## config.mk

```make
export PLATFORM = sky130hd
export DESIGN_NAME = base64_stream_codec_top
export DESIGN_NICKNAME = d
export VERILOG_FILES = /design/src/hdl/b64sc_pkg.sv /design/src/hdl/b64sc_core.sv /design/src/hdl/b64sc_fifo.sv /design/src/hdl/base64_stream_codec_top.sv
export SDC_FILE = /design/constraint.sdc
export NUM_CORES = 1
export LEC_CHECK = 0
export ABC_AREA = 0
export BUFFER_PORTS_ARGS = -buffer_cell sky130_fd_sc_hd__buf_2
export CORE_MARGIN = 5
export CORE_UTILIZATION = 56
export DETAILED_ROUTE_END_ITERATION = 12
export GPL_TIMING_DRIVEN = 1
export PLACE_DENSITY = 0.81
export SKIP_LAST_GASP = 1
export SYNTH_ARGS = -nofsm -noshare
export SYNTH_HDL_FRONTEND = slang
export SYNTH_SLANG_ARGS = --single-unit
```

## constraint.sdc

```tcl
create_clock -name clk -period 6.9 [get_ports clk]
set_input_delay 1.38 -clock clk [delete_from_list [all_inputs] [get_ports clk]]
set_output_delay 1.38 -clock clk [all_outputs]
set_load 0.02 [all_outputs]
```

## src/hdl/b64sc_pkg.sv

```systemverilog
`default_nettype none
package b64sc_pkg;

  // register map
  localparam int unsigned NUM_REGS = 1;
  localparam logic REG_DECODE_MODE = 1'b0;
  localparam int unsigned CFG_AW = 3;

  // results of one item and the result queue
  localparam int unsigned MAX_RES = 4;
  localparam int unsigned RES_CNT_W = $clog2(MAX_RES + 1);
  localparam int unsigned RES_FIFO_DEPTH = 8;
  localparam int unsigned FIFO_AW = $clog2(RES_FIFO_DEPTH);
  localparam int unsigned FIFO_CW = $clog2(RES_FIFO_DEPTH + 1);

  localparam logic [7:0] PAD_CHAR = 8'h3D;
  localparam logic [3:0] BAL_ENC_INIT = 4'b1010;  // -6
  localparam logic [3:0] BAL_DEC_INIT = 4'b1000;  // -8

  typedef struct packed {
    logic [7:0] data_byte;
    logic       end_of_stream;
  } in_item_t;

  typedef struct packed {
    logic [7:0] symbol;
    logic       empty_res;
    logic       last;
  } out_item_t;

  typedef struct packed {
    logic [RES_CNT_W-1:0]        count;
    out_item_t [MAX_RES-1:0]     item;
  } res_push_t;

  typedef struct packed {
    logic wr;
    logic mode;
  } cfg_cmd_t;

  // 6-bit value to alphabet character
  function automatic logic [7:0] b64_char(input logic [5:0] v);
    logic [7:0] w;
    w = {2'b00, v};
    priority if (v < 6'd26) begin
      return w + 8'd65;
    end else if (v < 6'd52) begin
      return w + 8'd71;
    end else if (v < 6'd62) begin
      return w - 8'd4;
    end else if (v == 6'd62) begin
      return 8'h2B;
    end else begin
      return 8'h2F;
    end
  endfunction

  // character to {in alphabet, 6-bit value}
  function automatic logic [6:0] b64_value(input logic [7:0] c);
    logic [7:0] d;
    d = 8'd0;
    priority if (c >= 8'h41 && c <= 8'h5A) begin
      d = c - 8'd65;
      return {1'b1, d[5:0]};
    end else if (c >= 8'h61 && c <= 8'h7A) begin
      d = c - 8'd71;
      return {1'b1, d[5:0]};
    end else if (c >= 8'h30 && c <= 8'h39) begin
      d = c + 8'd4;
      return {1'b1, d[5:0]};
    end else if (c == 8'h2B) begin
      return {1'b1, 6'd62};
    end else if (c == 8'h2F) begin
      return {1'b1, 6'd63};
    end else begin
      return 7'd0;
    end
  endfunction

endpackage
`default_nettype wire

```

## src/hdl/b64sc_core.sv

```systemverilog
`default_nettype none
module b64sc_core import b64sc_pkg::*; (
  input  wire logic      clk,
  input  wire logic      rst_n,
  input  wire logic      mode,
  input  wire cfg_cmd_t  cfg,
  input  wire logic      in_valid,
  output logic           in_stall,
  input  wire in_item_t  in_data,
  input  wire logic      fifo_room,
  output res_push_t      push
);

  localparam logic [4:0] B_M4 = 5'b11100;
  localparam logic [4:0] B_M6 = 5'b11010;

  logic       s0_valid_r, s0_valid_nxt;
  in_item_t   s0_item_r;
  logic [11:0] acc_r, acc_nxt;
  logic [3:0]  bal_r, bal_nxt;
  logic [1:0]  phase_r, phase_nxt;
  logic        pad_r, pad_nxt;
  logic        load, advance;
  out_item_t [MAX_RES-1:0] items;
  logic [RES_CNT_W-1:0] n;

  assign advance  = s0_valid_r && fifo_room;
  assign in_stall = s0_valid_r && !fifo_room;
  assign load     = in_valid && !in_stall;
  assign s0_valid_nxt = load || (s0_valid_r && !advance);

  always_ff @(posedge clk) begin
    if (!rst_n) begin
      s0_valid_r <= 1'b0;
      acc_r      <= '0;
      bal_r      <= BAL_ENC_INIT;
      phase_r    <= '0;
      pad_r      <= 1'b0;
    end else begin
      s0_valid_r <= s0_valid_nxt;
      acc_r      <= acc_nxt;
      bal_r      <= bal_nxt;
      phase_r    <= phase_nxt;
      pad_r      <= pad_nxt;
    end
  end

  always_ff @(posedge clk) begin
    if (load) begin
      s0_item_r <= in_data;
    end
  end

  always_comb begin
    logic [11:0] acc_n;
    logic [11:0] sh;
    logic [4:0]  b;
    logic [1:0]  ph;
    logic [6:0]  cv;
    logic [7:0]  c;
    logic [1:0]  lidx;
    logic        eos;
    c       = s0_item_r.data_byte;
    eos     = s0_item_r.end_of_stream;
    items   = '0;
    n       = '0;
    acc_n   = acc_r;
    sh      = '0;
    b       = {bal_r[3], bal_r};
    ph      = phase_r;
    cv      = '0;
    lidx    = '0;
    acc_nxt   = acc_r;
    bal_nxt   = bal_r;
    phase_nxt = phase_r;
    pad_nxt   = pad_r;
    if (!mode) begin
      // encode: one or two symbols, then tail and padding at end of stream
      acc_n = {acc_r[3:0], c};
      b     = b + 5'd8;
      sh    = acc_n >> b[2:0];
      items[0].symbol = b64_char(sh[5:0]);
      n  = RES_CNT_W'(1);
      ph = ph + 2'd1;
      b  = b - 5'd6;
      if (!b[4]) begin
        items[1].symbol = b64_char(acc_n[5:0]);
        n  = RES_CNT_W'(2);
        ph = ph + 2'd1;
        b  = B_M6;
      end
      if (eos) begin
        if (b != B_M6) begin
          if (b == B_M4) begin
            items[n[1:0]].symbol = b64_char({acc_n[1:0], 4'b0000});
          end else begin
            items[n[1:0]].symbol = b64_char({acc_n[3:0], 2'b00});
          end
          n  = n + RES_CNT_W'(1);
          ph = ph + 2'd1;
        end
        for (int k = 0; k < MAX_RES; k++) begin
          if (ph != 2'd0 && n < RES_CNT_W'(MAX_RES)) begin
            items[n[1:0]].symbol = PAD_CHAR;
            n  = n + RES_CNT_W'(1);
            ph = ph + 2'd1;
          end
        end
        lidx = n[1:0] - 2'd1;
        items[lidx].last = 1'b1;
        acc_nxt   = '0;
        bal_nxt   = BAL_ENC_INIT;
        phase_nxt = '0;
        pad_nxt   = 1'b0;
      end else begin
        acc_nxt   = acc_n;
        bal_nxt   = b[3:0];
        phase_nxt = ph;
      end
    end else begin
      // decode: gather six bits per character, a byte per eight bits
      if (!pad_r) begin
        cv = b64_value(c);
        if (cv[6]) begin
          acc_n = {acc_r[5:0], cv[5:0]};
          b     = b + 5'd6;
          if (!b[4]) begin
            sh = acc_n >> b[2:0];
            items[0].symbol = sh[7:0];
            n = RES_CNT_W'(1);
            b = b - 5'd8;
          end
        end else if (c == PAD_CHAR) begin
          pad_nxt = 1'b1;
        end
      end
      if (eos) begin
        if (n == '0) begin
          items[0].empty_res = 1'b1;
          n = RES_CNT_W'(1);
        end
        items[0].last = 1'b1;
        acc_nxt   = '0;
        bal_nxt   = BAL_DEC_INIT;
        phase_nxt = '0;
        pad_nxt   = 1'b0;
      end else begin
        acc_nxt = acc_n;
        bal_nxt = b[3:0];
      end
    end
    if (!advance) begin
      acc_nxt   = acc_r;
      bal_nxt   = bal_r;
      phase_nxt = phase_r;
      pad_nxt   = pad_r;
    end
    if (cfg.wr) begin
      acc_nxt   = '0;
      bal_nxt   = cfg.mode ? BAL_DEC_INIT : BAL_ENC_INIT;
      phase_nxt = '0;
      pad_nxt   = 1'b0;
    end
  end

  assign push.count = advance ? n : '0;
  assign push.item  = items;

endmodule
`default_nettype wire

```

## src/hdl/b64sc_fifo.sv

```systemverilog
`default_nettype none
module b64sc_fifo import b64sc_pkg::*; (
  input  wire logic      clk,
  input  wire logic      rst_n,
  input  wire res_push_t push,
  output logic           fifo_room,
  output logic           out_valid,
  input  wire logic      out_stall,
  output out_item_t      out_data
);

  out_item_t          mem_r [RES_FIFO_DEPTH];
  logic [FIFO_AW-1:0] wr_ptr_r, wr_ptr_nxt;
  logic [FIFO_AW-1:0] rd_ptr_r, rd_ptr_nxt;
  logic [FIFO_CW-1:0] count_r, count_nxt;
  logic               pop;

  assign out_valid = count_r != '0;
  assign out_data  = mem_r[rd_ptr_r];
  assign pop       = out_valid && !out_stall;
  // room for the largest burst of one item
  assign fifo_room = count_r <= FIFO_CW'(RES_FIFO_DEPTH - MAX_RES);

  assign wr_ptr_nxt = wr_ptr_r + FIFO_AW'(push.count);
  assign rd_ptr_nxt = rd_ptr_r + FIFO_AW'(pop);
  assign count_nxt  = count_r + FIFO_CW'(push.count) - FIFO_CW'(pop);

  always_ff @(posedge clk) begin
    if (!rst_n) begin
      wr_ptr_r <= '0;
      rd_ptr_r <= '0;
      count_r  <= '0;
    end else begin
      wr_ptr_r <= wr_ptr_nxt;
      rd_ptr_r <= rd_ptr_nxt;
      count_r  <= count_nxt;
    end
  end

  always_ff @(posedge clk) begin
    for (int k = 0; k < MAX_RES; k++) begin
      if (RES_CNT_W'(k) < push.count) begin
        mem_r[wr_ptr_r + FIFO_AW'(k)] <= push.item[k];
      end
    end
  end

endmodule
`default_nettype wire

```

## src/hdl/base64_stream_codec_top.sv

```systemverilog
`default_nettype none
// the first result of an item passes the input register and the result queue before it is offered
// throughput: one input per cycle while the 8-entry result queue has room for 4
// sustained rate is set by the single output port, one result per cycle while out_stall is low:
// about 4/3 results per byte encoding (up to 4 on a last byte), at most one decoding
// reset: synchronous active-low rst_n empties the queue, selects encode, clears stream state
module base64_stream_codec_top import b64sc_pkg::*; (
  input  wire logic              clk,
  input  wire logic              rst_n,
  // input channel
  input  wire logic              in_valid,
  output logic                   in_stall,
  input  wire in_item_t          in_data,
  // result channel
  output logic                   out_valid,
  input  wire logic              out_stall,
  output out_item_t              out_data,
  // configuration port
  input  wire logic              psel,
  input  wire logic              penable,
  input  wire logic              pwrite,
  input  wire logic [CFG_AW-1:0] paddr,
  input  wire logic [31:0]       pwdata,
  output logic [31:0]            prdata,
  output logic                   pready
);

  logic      decode_mode_r, decode_mode_nxt;
  logic      reg_idx;
  cfg_cmd_t  cfg;
  res_push_t push;
  logic      fifo_room;

  // register index is the word address; bit 2 past the only register
  assign reg_idx = paddr[2];
  assign pready  = 1'b1;

  // a mode write restarts the stream in the chosen direction
  assign cfg.wr   = psel && penable && pwrite && (reg_idx == REG_DECODE_MODE);
  assign cfg.mode = pwdata[0];
  assign decode_mode_nxt = cfg.wr ? pwdata[0] : decode_mode_r;

  always_ff @(posedge clk) begin
    if (!rst_n) begin
      decode_mode_r <= 1'b0;
    end else begin
      decode_mode_r <= decode_mode_nxt;
    end
  end

  always_comb begin
    prdata = '0;
    if (reg_idx == REG_DECODE_MODE) begin
      prdata[0] = decode_mode_r;
    end
  end

  // input register, stream state and per-item symbol logic
  b64sc_core u_core (
    .clk       (clk),
    .rst_n     (rst_n),
    .mode      (decode_mode_r),
    .cfg       (cfg),
    .in_valid  (in_valid),
    .in_stall  (in_stall),
    .in_data   (in_data),
    .fifo_room (fifo_room),
    .push      (push)
  );

  // result queue, one transfer out per cycle while out_stall is low
  b64sc_fifo u_fifo (
    .clk       (clk),
    .rst_n     (rst_n),
    .push      (push),
    .fifo_room (fifo_room),
    .out_valid (out_valid),
    .out_stall (out_stall),
    .out_data  (out_data)
  );

`ifndef SYNTHESIS
  // decoding yields at most one result per item
  a_dec_single: assert property (@(posedge clk) disable iff (!rst_n)
    decode_mode_r |-> (push.count <= RES_CNT_W'(1)))
    else $error("decode pushed more than one result");

  // an end mark on the first result of a push means the push holds only that result
  a_last_first: assert property (@(posedge clk) disable iff (!rst_n)
    (push.count != '0 && push.item[0].last) |-> (push.count == RES_CNT_W'(1)))
    else $error("last flag not on final result");

  // encoding never produces an empty result
  a_enc_nonempty: assert property (@(posedge clk) disable iff (!rst_n)
    (!decode_mode_r && push.count != '0) |-> !push.item[0].empty_res)
    else $error("empty result while encoding");

  // nothing is offered right after reset
  a_reset_idle: assert property (@(posedge clk)
    !rst_n |=> !out_valid)
    else $error("result offered after reset");
`endif

endmodule
`default_nettype wire

```

==> results.ini <==
[setup_path]
crit_required_ns = 6.94
slowest_delay_ns = 0.58
critPathCaptureType = register
start_kind = register
path_common_cell = ha_1
cp_slowest_cell = o211ai_1
worstPathMaxFanout = 23
cp.arrival_ns = 6.61
cp_cell_sequence = inv_1, ha_1, or4_4, nor2_1, a22oi_1, xnor2_1, ha_1, nor2_1, a32o_1, nor2_1, ha_1, or4b_1, o31a_1, inv_1, ha_1, nand2_1, nor4_1, buf_4, a311oi_4, inv_4, o31ai_4, a21oi_1, o211ai_1
path_class = reg -> reg

[logic_synthesis]
ys_types = 99
synthTopCellsByCount = nor2_1, edfxtp_1, nand2_1
netlist_area_sq_mm = 0.0103
synth_top_cell_by_area = edfxtp_1
yosysWarnings = 0
syn_avg_cell_area_sq_um = 9.00
synth_flop_cell = edfxtp_1
ys_ff_latch = 114
yosysMostFrequentCell = nor2_1
yosys-top-cells-area = edfxtp_1, mux4_2, ha_1
synthCells = 1149
ys_seq_area_share_pct = 30.7
synth-async-reset-ratio_pct = 0
synth_top_area_share_pct = 25.8
synth_edf_count = 89

[power_and_ir_drop]
p_int_w = 0.00226
clockPowerShare_pct = 21.9
p_leak_nw = 4.04
fin_total_pwr_w = 0.00393
switchingPower_w = 0.00167
power_frac_seq_pct = 26.1
comb_power_share_pct = 51.9
swShare_pct = 42.6
ir_drop_uv = 194
power.density_mw_per_mm2 = 352

[global_route]
grt_pass1_wl_mm = 47.4
antenna_found_initial = 0
grt_pass1_vias = 8685
grt.overflow.total = 0
grt_use_total_pct = 27.4
grt_max_degree = 41

[floorplanning]
fp-row-count = 49
fp.coreArea_sq_mm = 0.0181
die_h_um = 146
die_w_um = 146
die-area_sq_mm = 0.0213
io_pins = 96
start_util_pct = 57.2

[clock_tree]
clk_pin_slew_worst_paths_ns = 0.06
clock-sinks = 114
postCtsSetupRepairBufs = 0
cts_tree = built
worst_skew_pair.late_latency_ns = 0.43
cts.repair.resized = 0
numCtsBuffers = 17
cts_max_level = 4
holdBufCountCts = 0
cts_buffer_depth = 2
cts-root-buf = clkbuf_16

[timing]
post-route-period-util_pct = 95.2
hold_viol = 0
worst_slew_pin_slew_ns = 1.29
fin_crit_ns = 6.57
max_freq_ghz = 0.152
final-setup-viol-count = 0
slew_viol_final = 0
grt_setup_unrepaired = false
finalSetupTns_ns = 0
finClkSkew_ns = 0.00938
maxSlewHeadroom_pct = 13.2

[cells_and_area]
drive_above_1_share_pct = 15.0
stdcell_count = 1395
final_util_pct = 61.7
multi_input_area_sq_mm = 0.00654
fin_area_sq_mm = 0.0112
n_antenna_cell = 0
filler_cell_count = 1521
register_area_sq_mm = 0.00317
final_nets = 1250
synthToLayoutAreaGrowth_pct = 7.85

[drt]
wirelength_mm = 29.6
firstDrtPassIters = 5
drc_errors = 0
drt-initial-drc-count = 986
wl_per_cell_um = 21.2
routed_via_density = 6.78
dr_total_vias = 9460
postRouteAntennaNets = 0

[placed_design]
place.port_buffers = 30
place_area_sq_mm = 0.0106
place_congestion = 1.02
dp_hpwl_mm = 21.6
place_inst = 1364

[outcome]
status = finished clean

[min_path]
min_path_type = reg -> reg

[flow_run]
drv_cap = 0

[sequential cells by signal, indices dropped and copies added (netlist names)]
name / flops
u_core.s0_item_r: 9
u_fifo.rd_ptr_r: 3
decode_mode_r: 1
u_core.acc_r: 6
u_fifo.wr_ptr_r: 3
u_core.phase_r: 2
u_fifo.count_r: 4
u_core.bal_r: 4
u_fifo.mem_r: 80
u_core.pad_r: 1
u_core.s0_valid_r: 1
[critical path, delay by kind of cell (launching register included)]
family                   cells  cell delay, ns
AND/OR/NAND/NOR              7            1.43
buffers and inverters        4            0.58
XOR/XNOR                     1            0.30
adder cells (fa/ha/maj)      4            1.19
AO/OA/AOI/OAI                7            2.21
flip-flops                   1            0.45
[cell usage in the layout (no fill, tap or decap), types with 9 or more instances in the layout]
cell / count
inv_1: 46
a21o_1: 9
nand3_1: 34
a21oi_1: 53
nor3_1: 48
o21ai_0: 36
dfxtp_1: 25
o211ai_1: 18
xnor2_1: 16
o32ai_1: 9
ha_1: 43
edfxtp_1: 89
nand2_1: 69
mux4_2: 29
or3_1: 10
clkbuf_16: 17
and2_1: 16
mux2_2: 18
a31oi_1: 16
and3_1: 21
o21ai_1: 15
nor2b_1: 13
conb_1: 33
nor2_1: 115
o31ai_1: 32
a211oi_1: 52
buf_4: 33
mux2i_1: 15
buf_2: 30
[kinds of logic (layout without fill, tap and decap cells)]
kind of cell,after synthesis,in the layout,synth area share (%)
xor+xnor,23,23,1.95
simple gates,389,389,19.0
other cells,2,33,0.0726
compound gates,355,355,25.6
buf+inv,158,144,7.25
mux,62,62,9.73
fa+ha+maj,46,46,5.69
flops,114,114,30.7
[path summary, 6_finish.rpt]
kind              slack [ns]  cells past startpoint                            to                    startpoint
hold / removal          0.48                      2  u_core.acc_r[5]$_SDFFE_PP0P_  u_core.acc_r[5]$_SDFFE_PP0P_
hold reg to reg         0.48                      2  u_core.acc_r[5]$_SDFFE_PP0P_  u_core.acc_r[5]$_SDFFE_PP0P_
setup / recovery        0.33                     23  u_fifo.mem_r[3][6]$_DFFE_PP_  u_core.bal_r[1]$_SDFFE_PN1P_
setup reg to reg        0.33                     23  u_fifo.mem_r[3][6]$_DFFE_PP_  u_core.bal_r[1]$_SDFFE_PN1P_
[layout make-up]
cell class	instances	share of cell area [%]
Sequential cell	114	28.5
Timing Repair Buffer	63	3.57
Multi-Input combinational cell	908	58.6
Clock buffer	17	3.81
Tap cell	229	2.57
Inverter	50	1.71
Clock inverter	14	1.26
[stage by stage]
step | setup slack (ns) | hold WS [ns]
2_1_floorplan | 0.234 | 0.445
3_5_place_dp | 0.446 | 0.464
3_3_place_gp | 0.598 | 0.456
6_report | 0.331 | 0.476
4_1_cts | 0.414 | 0.472
5_1_grt | 0.0162 | 0.500
[power by group through the flow]
stage | combinational, W | clock [W] | sequential (W)
2_1_floorplan | 0.00152 | 0 | 0.000986
3_3_place_gp | 0.00195 | 0 | 0.00103
3_5_place_dp | 0.00199 | 0 | 0.00104
4_1_cts | 0.00200 | 0.000866 | 0.00103
5_1_grt | 0.00222 | 0.000900 | 0.00104
6_report | 0.00204 | 0.000862 | 0.00103
[layer usage]
metal  routed length, um  track usage (%)
met3                2460             4.64
met5                   0                0
met4                 778             8.59
met1               12300             37.6
met2               14100             44.6
Note: power is estimated with default switching activity, not from simulation.
